[src/hdl/ntt_pkg.sv]
// ----------------------------------------------------------------------------
// ntt_pkg
// Shared types, constants and helpers for the neighbor table with TTL aging.
// ----------------------------------------------------------------------------
package ntt_pkg;

  localparam int TABLE_SIZE = 64;
  localparam int IDX_W      = $clog2(TABLE_SIZE);
  localparam int SWP_W      = $clog2(TABLE_SIZE + 1);

  localparam int ID_W   = 6;
  localparam int GRP_W  = 8;
  localparam int LIFE_W = 8;
  localparam int TAG_W  = 9;
  localparam int CNT_W  = 11;
  localparam int CFG_W  = 10;
  localparam int QUO_W  = 8;

  localparam logic [GRP_W-1:0] NONE_GROUP = 8'hFF;

  // counter / 10 as (counter * 1639) >> 14, exact for any 11-bit counter
  localparam logic [CNT_W-1:0] DIV10_MUL   = 11'd1639;
  localparam int               DIV10_SHIFT = 14;

  localparam logic [ID_W-1:0]   RST_OWN_ID        = 6'd0;
  localparam logic [LIFE_W-1:0] RST_LIVE_TICKS    = 8'd200;
  localparam logic [CFG_W-1:0]  RST_COUNT_MAX     = 10'd100;
  localparam logic [CFG_W-1:0]  RST_COUNTER_START = 10'd0;

  typedef enum logic [1:0] {
    MODE_MSG   = 2'd0,
    MODE_TICK  = 2'd1,
    MODE_OWN   = 2'd2,
    MODE_QUERY = 2'd3
  } mode_e;

  typedef enum logic [1:0] {
    CFG_OWN_ID        = 2'd0,
    CFG_LIVE_TICKS    = 2'd1,
    CFG_COUNT_MAX     = 2'd2,
    CFG_COUNTER_START = 2'd3
  } cfg_idx_e;

  typedef struct packed {
    logic latch;       // capture the accepted item
    logic msg_wr;      // apply a received message
    logic own_wr;      // set own group, refresh own entry
    logic q_rd;        // read the queried entry
    logic t_div;       // register counter / 10
    logic t_cnt;       // advance counter, decide broadcast, arm sweep
    logic sweep;       // one aging step
    logic emit_zero;   // result with all fields zero
    logic emit_query;  // query result
    logic emit_tick;   // tick result
  } cmd_t;

  typedef struct packed {
    logic sweep_done;
  } status_t;

  function automatic logic [IDX_W-1:0] to_idx(input logic [ID_W-1:0] id);
    return IDX_W'(id);
  endfunction

endpackage

[src/hdl/ntt_ctrl.sv]
// ----------------------------------------------------------------------------
// ntt_ctrl
// Controller: sequences messages, own-group changes, queries and the aging
// sweep of a tick.
// ----------------------------------------------------------------------------
module ntt_ctrl (
  input  logic            clk_i,
  input  logic            rst_ni,
  input  logic            start,
  input  logic [1:0]      mode_i,
  input  ntt_pkg::status_t status_i,
  output ntt_pkg::cmd_t   cmd_o,
  output logic            busy
);
  import ntt_pkg::*;

  typedef enum logic [7:0] {
    S_IDLE  = 8'b0000_0001,
    S_MSG   = 8'b0000_0010,
    S_OWN   = 8'b0000_0100,
    S_QRD   = 8'b0000_1000,
    S_QOUT  = 8'b0001_0000,
    S_TDIV  = 8'b0010_0000,
    S_TCNT  = 8'b0100_0000,
    S_SWEEP = 8'b1000_0000
  } state_e;

  state_e state_q, state_d;

  always_comb begin
    state_d = state_q;
    cmd_o   = '0;
    unique case (state_q)
      S_IDLE: begin
        if (start) begin
          cmd_o.latch = 1'b1;
          unique case (mode_e'(mode_i))
            MODE_MSG:   state_d = S_MSG;
            MODE_TICK:  state_d = S_TDIV;
            MODE_OWN:   state_d = S_OWN;
            MODE_QUERY: state_d = S_QRD;
            default:    state_d = S_IDLE;
          endcase
        end
      end
      S_MSG: begin
        cmd_o.msg_wr    = 1'b1;
        cmd_o.emit_zero = 1'b1;
        state_d         = S_IDLE;
      end
      S_OWN: begin
        cmd_o.own_wr    = 1'b1;
        cmd_o.emit_zero = 1'b1;
        state_d         = S_IDLE;
      end
      S_QRD: begin
        cmd_o.q_rd = 1'b1;
        state_d    = S_QOUT;
      end
      S_QOUT: begin
        cmd_o.emit_query = 1'b1;
        state_d          = S_IDLE;
      end
      S_TDIV: begin
        cmd_o.t_div = 1'b1;
        state_d     = S_TCNT;
      end
      S_TCNT: begin
        cmd_o.t_cnt = 1'b1;
        state_d     = S_SWEEP;
      end
      S_SWEEP: begin
        cmd_o.sweep = 1'b1;
        if (status_i.sweep_done) begin
          cmd_o.emit_tick = 1'b1;
          state_d         = S_IDLE;
        end
      end
      default: state_d = S_IDLE;
    endcase
  end

  always_ff @(posedge clk_i or negedge rst_ni) begin
    if (!rst_ni) begin
      state_q <= S_IDLE;
    end else begin
      state_q <= state_d;
    end
  end

  assign busy = (state_q != S_IDLE);

endmodule

[src/hdl/ntt_dp.sv]
// ----------------------------------------------------------------------------
// ntt_dp
// Datapath: configuration, own state, broadcast counter, entry memories with
// valid bits, the pipelined aging sweep and the result registers.
// ----------------------------------------------------------------------------
module ntt_dp (
  input  logic                   clk_i,
  input  logic                   rst_ni,
  input  ntt_pkg::cmd_t          cmd_i,
  output ntt_pkg::status_t       status_o,
  input  logic                   cfg_we_i,
  input  logic [1:0]             cfg_idx_i,
  input  logic [9:0]             cfg_data_i,
  input  logic [5:0]             peer_id_i,
  input  logic signed [7:0]      peer_previous_group_i,
  input  logic signed [7:0]      peer_group_i,
  input  logic signed [8:0]      update_tag_i,
  output logic                   done_o,
  output logic                   send_update_o,
  output logic signed [7:0]      sent_previous_group_o,
  output logic signed [7:0]      sent_group_o,
  output logic                   found_o,
  output logic signed [7:0]      query_group_o,
  output logic signed [7:0]      query_previous_group_o
);
  import ntt_pkg::*;

  // configuration
  logic [ID_W-1:0]   own_id_q;
  logic [LIFE_W-1:0] live_q;
  logic [CFG_W-1:0]  cmax_q;

  // latched item
  logic [ID_W-1:0]   id_q;
  logic [GRP_W-1:0]  pprev_q;
  logic [GRP_W-1:0]  pgrp_q;
  logic [TAG_W-1:0]  tag_q;

  // own state and counter
  logic [CNT_W-1:0]  counter_q;
  logic              heard_q;
  logic [GRP_W-1:0]  own_grp_q;
  logic [GRP_W-1:0]  own_prev_q;
  logic [QUO_W-1:0]  div_q;
  logic              fire_q;

  // table
  logic [TABLE_SIZE-1:0] valid_q;
  logic [2*GRP_W-1:0]    grp_mem [TABLE_SIZE];
  logic [LIFE_W-1:0]     life_mem [TABLE_SIZE];
  logic [2*GRP_W-1:0]    grp_rd_q;
  logic [LIFE_W-1:0]     life_rd_q;
  logic                  found_q;

  // sweep
  logic [SWP_W-1:0] sweep_q;
  logic             pend_q;
  logic [IDX_W-1:0] widx_q;

  logic [IDX_W-1:0]         id_idx;
  logic [IDX_W-1:0]         own_idx;
  logic                     id_ok;
  logic                     own_ok;
  logic                     msg_ok;
  logic                     msg_wr;
  logic                     own_wr;
  logic                     sw_rd;
  logic                     sw_wr;
  logic                     sw_free;
  logic [2*CNT_W-1:0]       prod;
  logic [CNT_W-1:0]         cnt_nxt;
  logic                     fire;
  logic                     gw_en;
  logic [IDX_W-1:0]         gw_idx;
  logic [2*GRP_W-1:0]       gw_data;
  logic                     lw_en;
  logic [IDX_W-1:0]         lw_idx;
  logic [LIFE_W-1:0]        lw_data;

  assign id_idx  = to_idx(id_q);
  assign own_idx = to_idx(own_id_q);
  assign id_ok   = (32'(id_q) < TABLE_SIZE);
  assign own_ok  = (32'(own_id_q) < TABLE_SIZE) && valid_q[own_idx];

  // negative tags never match
  assign msg_ok = (id_q != own_id_q) && !tag_q[TAG_W-1]
                  && (tag_q[LIFE_W-1:0] == live_q);
  assign msg_wr = cmd_i.msg_wr && msg_ok && id_ok;
  assign own_wr = cmd_i.own_wr && own_ok;

  assign sw_rd   = cmd_i.sweep && (sweep_q < SWP_W'(TABLE_SIZE));
  assign sw_wr   = cmd_i.sweep && pend_q && valid_q[widx_q];
  assign sw_free = sw_wr && (life_rd_q == '0);

  assign status_o.sweep_done = (sweep_q == SWP_W'(TABLE_SIZE));

  assign prod    = counter_q * DIV10_MUL;
  assign cnt_nxt = counter_q + (heard_q ? CNT_W'(div_q) : CNT_W'(1));
  assign fire    = (cnt_nxt > CNT_W'(cmax_q));

  always_comb begin
    gw_en   = 1'b0;
    gw_idx  = id_idx;
    gw_data = {(valid_q[id_idx] ? pprev_q : NONE_GROUP), pgrp_q};
    lw_en   = 1'b0;
    lw_idx  = id_idx;
    lw_data = live_q;
    if (msg_wr) begin
      gw_en = 1'b1;
      lw_en = 1'b1;
    end else if (own_wr) begin
      gw_en   = 1'b1;
      gw_idx  = own_idx;
      gw_data = {own_grp_q, pgrp_q};
      lw_en   = 1'b1;
      lw_idx  = own_idx;
    end else if (sw_wr && !sw_free) begin
      lw_en   = 1'b1;
      lw_idx  = widx_q;
      lw_data = life_rd_q - LIFE_W'(1);
    end
  end

  // memories
  always_ff @(posedge clk_i) begin
    if (gw_en) begin
      grp_mem[gw_idx] <= gw_data;
    end
    if (cmd_i.q_rd) begin
      grp_rd_q <= grp_mem[id_idx];
    end
  end

  always_ff @(posedge clk_i) begin
    if (lw_en) begin
      life_mem[lw_idx] <= lw_data;
    end
    if (sw_rd) begin
      life_rd_q <= life_mem[sweep_q[IDX_W-1:0]];
    end
  end

  // item latch and working registers without reset
  always_ff @(posedge clk_i) begin
    if (cmd_i.latch) begin
      id_q    <= peer_id_i;
      pprev_q <= peer_previous_group_i;
      pgrp_q  <= peer_group_i;
      tag_q   <= update_tag_i;
    end
    if (cmd_i.t_div) begin
      div_q <= prod[DIV10_SHIFT +: QUO_W];
    end
    if (cmd_i.t_cnt) begin
      fire_q <= fire;
    end
    if (cmd_i.q_rd) begin
      found_q <= id_ok && valid_q[id_idx];
    end
    if (cmd_i.sweep) begin
      widx_q <= sweep_q[IDX_W-1:0];
    end
  end

  // control state
  always_ff @(posedge clk_i or negedge rst_ni) begin
    if (!rst_ni) begin
      own_id_q   <= RST_OWN_ID;
      live_q     <= RST_LIVE_TICKS;
      cmax_q     <= RST_COUNT_MAX;
      counter_q  <= CNT_W'(RST_COUNTER_START);
      heard_q    <= 1'b0;
      own_grp_q  <= NONE_GROUP;
      own_prev_q <= NONE_GROUP;
      valid_q    <= '0;
      sweep_q    <= '0;
      pend_q     <= 1'b0;
    end else begin
      if (cfg_we_i) begin
        unique case (cfg_idx_e'(cfg_idx_i))
          CFG_OWN_ID:        own_id_q  <= cfg_data_i[ID_W-1:0];
          CFG_LIVE_TICKS:    live_q    <= cfg_data_i[LIFE_W-1:0];
          CFG_COUNT_MAX:     cmax_q    <= cfg_data_i;
          CFG_COUNTER_START: counter_q <= CNT_W'(cfg_data_i);
          default: ;
        endcase
      end
      if (cmd_i.msg_wr && msg_ok) begin
        heard_q <= 1'b1;
      end
      if (msg_wr) begin
        valid_q[id_idx] <= 1'b1;
      end
      if (cmd_i.own_wr) begin
        own_prev_q <= own_grp_q;
        own_grp_q  <= pgrp_q;
      end
      if (cmd_i.t_cnt) begin
        counter_q <= fire ? '0 : cnt_nxt;
        heard_q   <= 1'b0;
        sweep_q   <= '0;
        pend_q    <= 1'b0;
      end
      if (cmd_i.sweep) begin
        sweep_q <= sweep_q + SWP_W'(1);
        pend_q  <= sw_rd;
      end
      if (sw_free) begin
        valid_q[widx_q] <= 1'b0;
      end
    end
  end

  // result strobe
  always_ff @(posedge clk_i or negedge rst_ni) begin
    if (!rst_ni) begin
      done_o <= 1'b0;
    end else begin
      done_o <= cmd_i.emit_zero || cmd_i.emit_query || cmd_i.emit_tick;
    end
  end

  // result fields
  always_ff @(posedge clk_i) begin
    if (cmd_i.emit_zero || cmd_i.emit_query || cmd_i.emit_tick) begin
      send_update_o          <= 1'b0;
      sent_previous_group_o  <= '0;
      sent_group_o           <= '0;
      found_o                <= 1'b0;
      query_group_o          <= '0;
      query_previous_group_o <= '0;
      if (cmd_i.emit_query && found_q) begin
        found_o                <= 1'b1;
        query_group_o          <= grp_rd_q[GRP_W-1:0];
        query_previous_group_o <= grp_rd_q[2*GRP_W-1:GRP_W];
      end
      if (cmd_i.emit_tick && fire_q) begin
        send_update_o         <= 1'b1;
        sent_previous_group_o <= own_prev_q;
        sent_group_o          <= own_grp_q;
      end
    end
  end

endmodule

[src/hdl/neighbor_table_with_ttl_sync.sv]
// A message or own-group change runs one state, a query S_QRD and S_QOUT,
// a tick S_TDIV, S_TCNT and the aging sweep of one entry per cycle.
// The next item is taken as soon as busy drops; the result shows on done_o
// for one cycle right after, and the receiver cannot stall it.
// Reset clears the valid bits at once and loads the register defaults;
// the table is usable in the first cycle after reset.
// ----------------------------------------------------------------------------
// neighbor_table_with_ttl_sync
// Neighbor table indexed by ID with TTL aging and broadcast counter sync.
// ----------------------------------------------------------------------------
module neighbor_table_with_ttl_sync (
  input  logic              clk_i,
  input  logic              rst_ni,
  input  logic              cfg_we_i,
  input  logic [1:0]        cfg_idx_i,
  input  logic [9:0]        cfg_data_i,
  input  logic              start,
  output logic              busy,
  input  logic [1:0]        mode_i,
  input  logic [5:0]        peer_id_i,
  input  logic signed [7:0] peer_previous_group_i,
  input  logic signed [7:0] peer_group_i,
  input  logic signed [8:0] update_tag_i,
  output logic              done_o,
  output logic              send_update_o,
  output logic signed [7:0] sent_previous_group_o,
  output logic signed [7:0] sent_group_o,
  output logic              found_o,
  output logic signed [7:0] query_group_o,
  output logic signed [7:0] query_previous_group_o
);
  import ntt_pkg::*;

  cmd_t    cmd;
  status_t status;

  ntt_ctrl u_ctrl (
    .clk_i    (clk_i),
    .rst_ni   (rst_ni),
    .start    (start),
    .mode_i   (mode_i),
    .status_i (status),
    .cmd_o    (cmd),
    .busy     (busy)
  );

  ntt_dp u_dp (
    .clk_i                  (clk_i),
    .rst_ni                 (rst_ni),
    .cmd_i                  (cmd),
    .status_o               (status),
    .cfg_we_i               (cfg_we_i),
    .cfg_idx_i              (cfg_idx_i),
    .cfg_data_i             (cfg_data_i),
    .peer_id_i              (peer_id_i),
    .peer_previous_group_i  (peer_previous_group_i),
    .peer_group_i           (peer_group_i),
    .update_tag_i           (update_tag_i),
    .done_o                 (done_o),
    .send_update_o          (send_update_o),
    .sent_previous_group_o  (sent_previous_group_o),
    .sent_group_o           (sent_group_o),
    .found_o                (found_o),
    .query_group_o          (query_group_o),
    .query_previous_group_o (query_previous_group_o)
  );

endmodule

[config.mk]
export PLATFORM = sky130hd
export DESIGN_NAME = neighbor_table_with_ttl_sync
export DESIGN_NICKNAME = d
export VERILOG_FILES = /design/src/hdl/ntt_pkg.sv /design/src/hdl/ntt_ctrl.sv /design/src/hdl/ntt_dp.sv /design/src/hdl/neighbor_table_with_ttl_sync.sv
export SDC_FILE = /design/constraint.sdc
export NUM_CORES = 2
export LEC_CHECK = 0
export ABC_AREA = 1
export BUFFER_PORTS_ARGS = -buffer_cell sky130_fd_sc_hd__buf_4
export CELL_PAD_IN_SITES_DETAIL_PLACEMENT = 1
export CELL_PAD_IN_SITES_GLOBAL_PLACEMENT = 2
export CORE_AREA = 2 2 307 537
export CTS_CLUSTER_DIAMETER = 40
export DETAILED_ROUTE_END_ITERATION = 12
export DIE_AREA = 0 0 309 539
export PLACE_DENSITY_LB_ADDON = 0.1
export RECOVER_POWER = 50
export SLEW_MARGIN = 20
export SYNTH_ARGS = -nofsm -noshare
export SYNTH_HDL_FRONTEND = slang
export SYNTH_SLANG_ARGS = --single-unit
export TNS_END_PERCENT = 5
[constraint.sdc]
create_clock -name clk_i -period 11.87 [get_ports clk_i]
set_input_delay 1.7805 -clock clk_i [delete_from_list [all_inputs] [get_ports clk_i]]
set_output_delay 1.7805 -clock clk_i [all_outputs]
set_load 0.005 [all_outputs]
==> run metrics <==
synth unique cells 61; Final Non-Filler Cells 8020; Ys Warns 0; unrepaired setup endpoints after global routing false; die width 309 µm; Die Height 539 µm; number of global-route vias before repair 50300; worst min path class flip-flop to flip-flop; Max clock buf depth 4; Synth area leaders edfxtp_1 68%, nand2_1 4.8%, dfrtp_1 3.8%; Synth Instances 5601; total core area 162000 µm²; CP max-delay cell o21ai_0; postcts setup bufs 0; Boundary Pins 85; wirelength, routed 251000 µm; Layout fillers 16400; Core Util, Final 50.3%; Synth Area per Inst 13.0 µm²; Final Net Count 5874; largest net degree at the start of global routing 104; prevailing post-synth register cell edfxtp_1; Final Critical Period 7.91 ns; first-pass GRT wire length 358000 µm; Final WS setup 3.96 ns; wl on met1 88800 µm; FMAX 126 MHz; GR Util All Layers 30.0%; DR top layer met4; layout cells sized above 1 9.10%; Post-Synthesis Cell Area 72700 µm²; cell chain of the critical path clkbuf_1 > inv_1 > nand2_1 > nand3_1 > nand2_1 > o21ai_0 > nand2_1 > nor2_1 > nand2_1 > nand3_1 > o21ai_0 > buf_4; PwrDens 218 nW/µm²; routed wl met2 134000 µm; Hold Path Origin u_dp.cmax_q[7]; Synth top area share 67.8%; CTS tree done; crit end category flip-flop; relative slew slack -197%; placer congestion estimate 0.882; failing checks max-capacitance violations, max-slew violations; pre-CTS WS 6.41 ns; final hold vios 0; post-route clock skew 0.0662 ns; count of buffers from port buffering 84; layout overhead on the synthesized area 12.4%; Period Utilization, post-route 66.6%; Crit Path Class flip-flop to flip-flop; antenna-violating nets left 0; H-tree levels 4; met3 wire length 9440 µm; worst r2r src u_dp.widx_q[0]; Peak VDD IR 0.618 mV; arrival time at the worst endpoint 8.42 ns; DR vias 47500; Post-synth ARST share 7.50%; Wirelength per Cell 31.3 µm; most frequent cells in the layout 1641 x edfxtp_1, 919 x nand2_1, 465 x nor2_1; total congestion overflow 0; DRC 0; outcome finished, violations left; CP Launch Point u_dp.widx_q[0]; Top cell by count, worst path nand2_1; post-synthesis net count 5775; CTS Hold Bufs 0; initial antenna violation count 7; Setup violations, final 0; DP HPWL 163000 µm; Slew Viols, Final 1090; #FFs+latches synth 1774; Clock Latency Late Sink 0.85 ns; die area 167000 µm²; routed vias/inst 5.93; Row Count 196; CP Data Required Time 12.38 ns; dpl cells 7692; CTS Buf Count 183; post_cts resized 0; root buf cell clkbuf_16; number of synthesized flops with an enable pin 1641; setup_tns 0 ns; clock sinks 1774; Initial Utilization 44.8%; DRT Pass-1 Iters 5; worst stage delay on the critical path 1.60 ns; sequential share of the synthesized area 72.4%; clk slew on worst S/H paths 0.06 ns; commonest non-fill, non-tap cell in the layout edfxtp_1; CP Launch Type flip-flop; Max FO, Critical Path 55; max-cap viol count 24; Leak 29.2 nW; measured slew at the worst slew-check pin 4.46 ns; drt initial violations 3822; cell taking the most area after synthesis edfxtp_1
[worst paths after layout]
kind,to,slack (ns),cells past startpoint
max in group asynchronous,u_dp.valid_q[63],5.55,2
hold reg to reg,u_dp.cmax_q[7],0.50,2
hold / removal,u_dp.cmax_q[7],0.50,2
setup / recovery,u_dp.life_mem[17][4],3.96,12
setup reg to reg,u_dp.life_mem[17][4],3.96,12
min in group asynchronous,u_dp.done_o,2.11,1
[critical path: cells and delay by family (launching register included)]
| kind | cells | cell delay (ns) |
|---|---|---|
| simple gates | 7 | 1.77 |
| flops | 1 | 0.32 |
| compound gates | 2 | 1.72 |
| buf+inv | 3 | 3.66 |
[layer usage]
layer	vias up	track usage, %
met5	-	0
met4	0	19.2
met3	593	3.08
met2	1366	55.0
met1	24700	32.8
li1	20900	-
[flip-flops by register name, summed over array words and instances (netlist names), 9 cells and up]
signal,cells
u_dp.cmax_q,10
u_dp.counter_q,11
u_dp.grp_mem,1024
u_dp.grp_rd_q,16
u_dp.life_mem,512
u_dp.tag_q,9
u_dp.valid_q,64
[final cells by class]
type	count	area, µm²	area share [%]
clock buffers	218	4920	6.02
inverters	350	1360	1.67
repair buffers	215	1360	1.67
multi-input cells	3176	17600	21.6
well taps	2178	2730	3.33
clock inverters	105	1080	1.32
flip-flops and latches	1774	52600	64.4
diodes	4	10.0	0.0122
[Yosys cell counts (19+ instances only)]
cell type  count
clkbuf_1     224
inv_1        333
a22oi_1      161
a22o_1        68
buf_1         38
nand3_1      228
nor4_1        72
o221ai_1      38
nor2_1       483
xor2_1        22
nand2_1      924
dfstp_2       23
buf_2         22
dfrtp_1      110
nor3_1        22
nand4_1      159
o22ai_1      110
a221oi_1     123
o21ai_0      351
ha_1          91
a21oi_1      141
edfxtp_1    1641
fa_1          34
o211ai_1      19
[power by group]
| part | internal (mW) | switching [mW] | total (mW) |
|---|---|---|---|
| Sequential | 7.27 | 0.137 | 7.40 |
| Clock | 3.33 | 2.50 | 5.83 |
| Combinational | 1.35 | 3.20 | 4.55 |
| Total | 11.9 | 5.84 | 17.8 |
[cell families (layout without fill, tap and decap cells)]
family | count (synthesis) | in the layout | synth area share [%]
simple gates | 1944 | 1944 | 11.6
buf+inv | 651 | 888 | 3.51
mux | 1 | 1 | 0.0138
fa+ha+maj | 125 | 125 | 2.50
flops | 1774 | 1774 | 72.4
xor+xnor | 34 | 34 | 0.409
other cells | 0 | 4 | 0
compound gates | 1072 | 1072 | 9.61
[metrics by stage]
step | power, mW | instance area [µm²] | hold slack, ns
final | 17.8 | 81700 | 0.495
after floorplan | 10.3 | 72700 | 0.423
after global placement | 12.0 | 76100 | 0.470
after CTS | 18.0 | 82100 | 0.501
after global routing | 18.6 | 81700 | 0.519
after detailed placement | 12.2 | 76100 | 0.480
(Power assumes the default switching activity.)
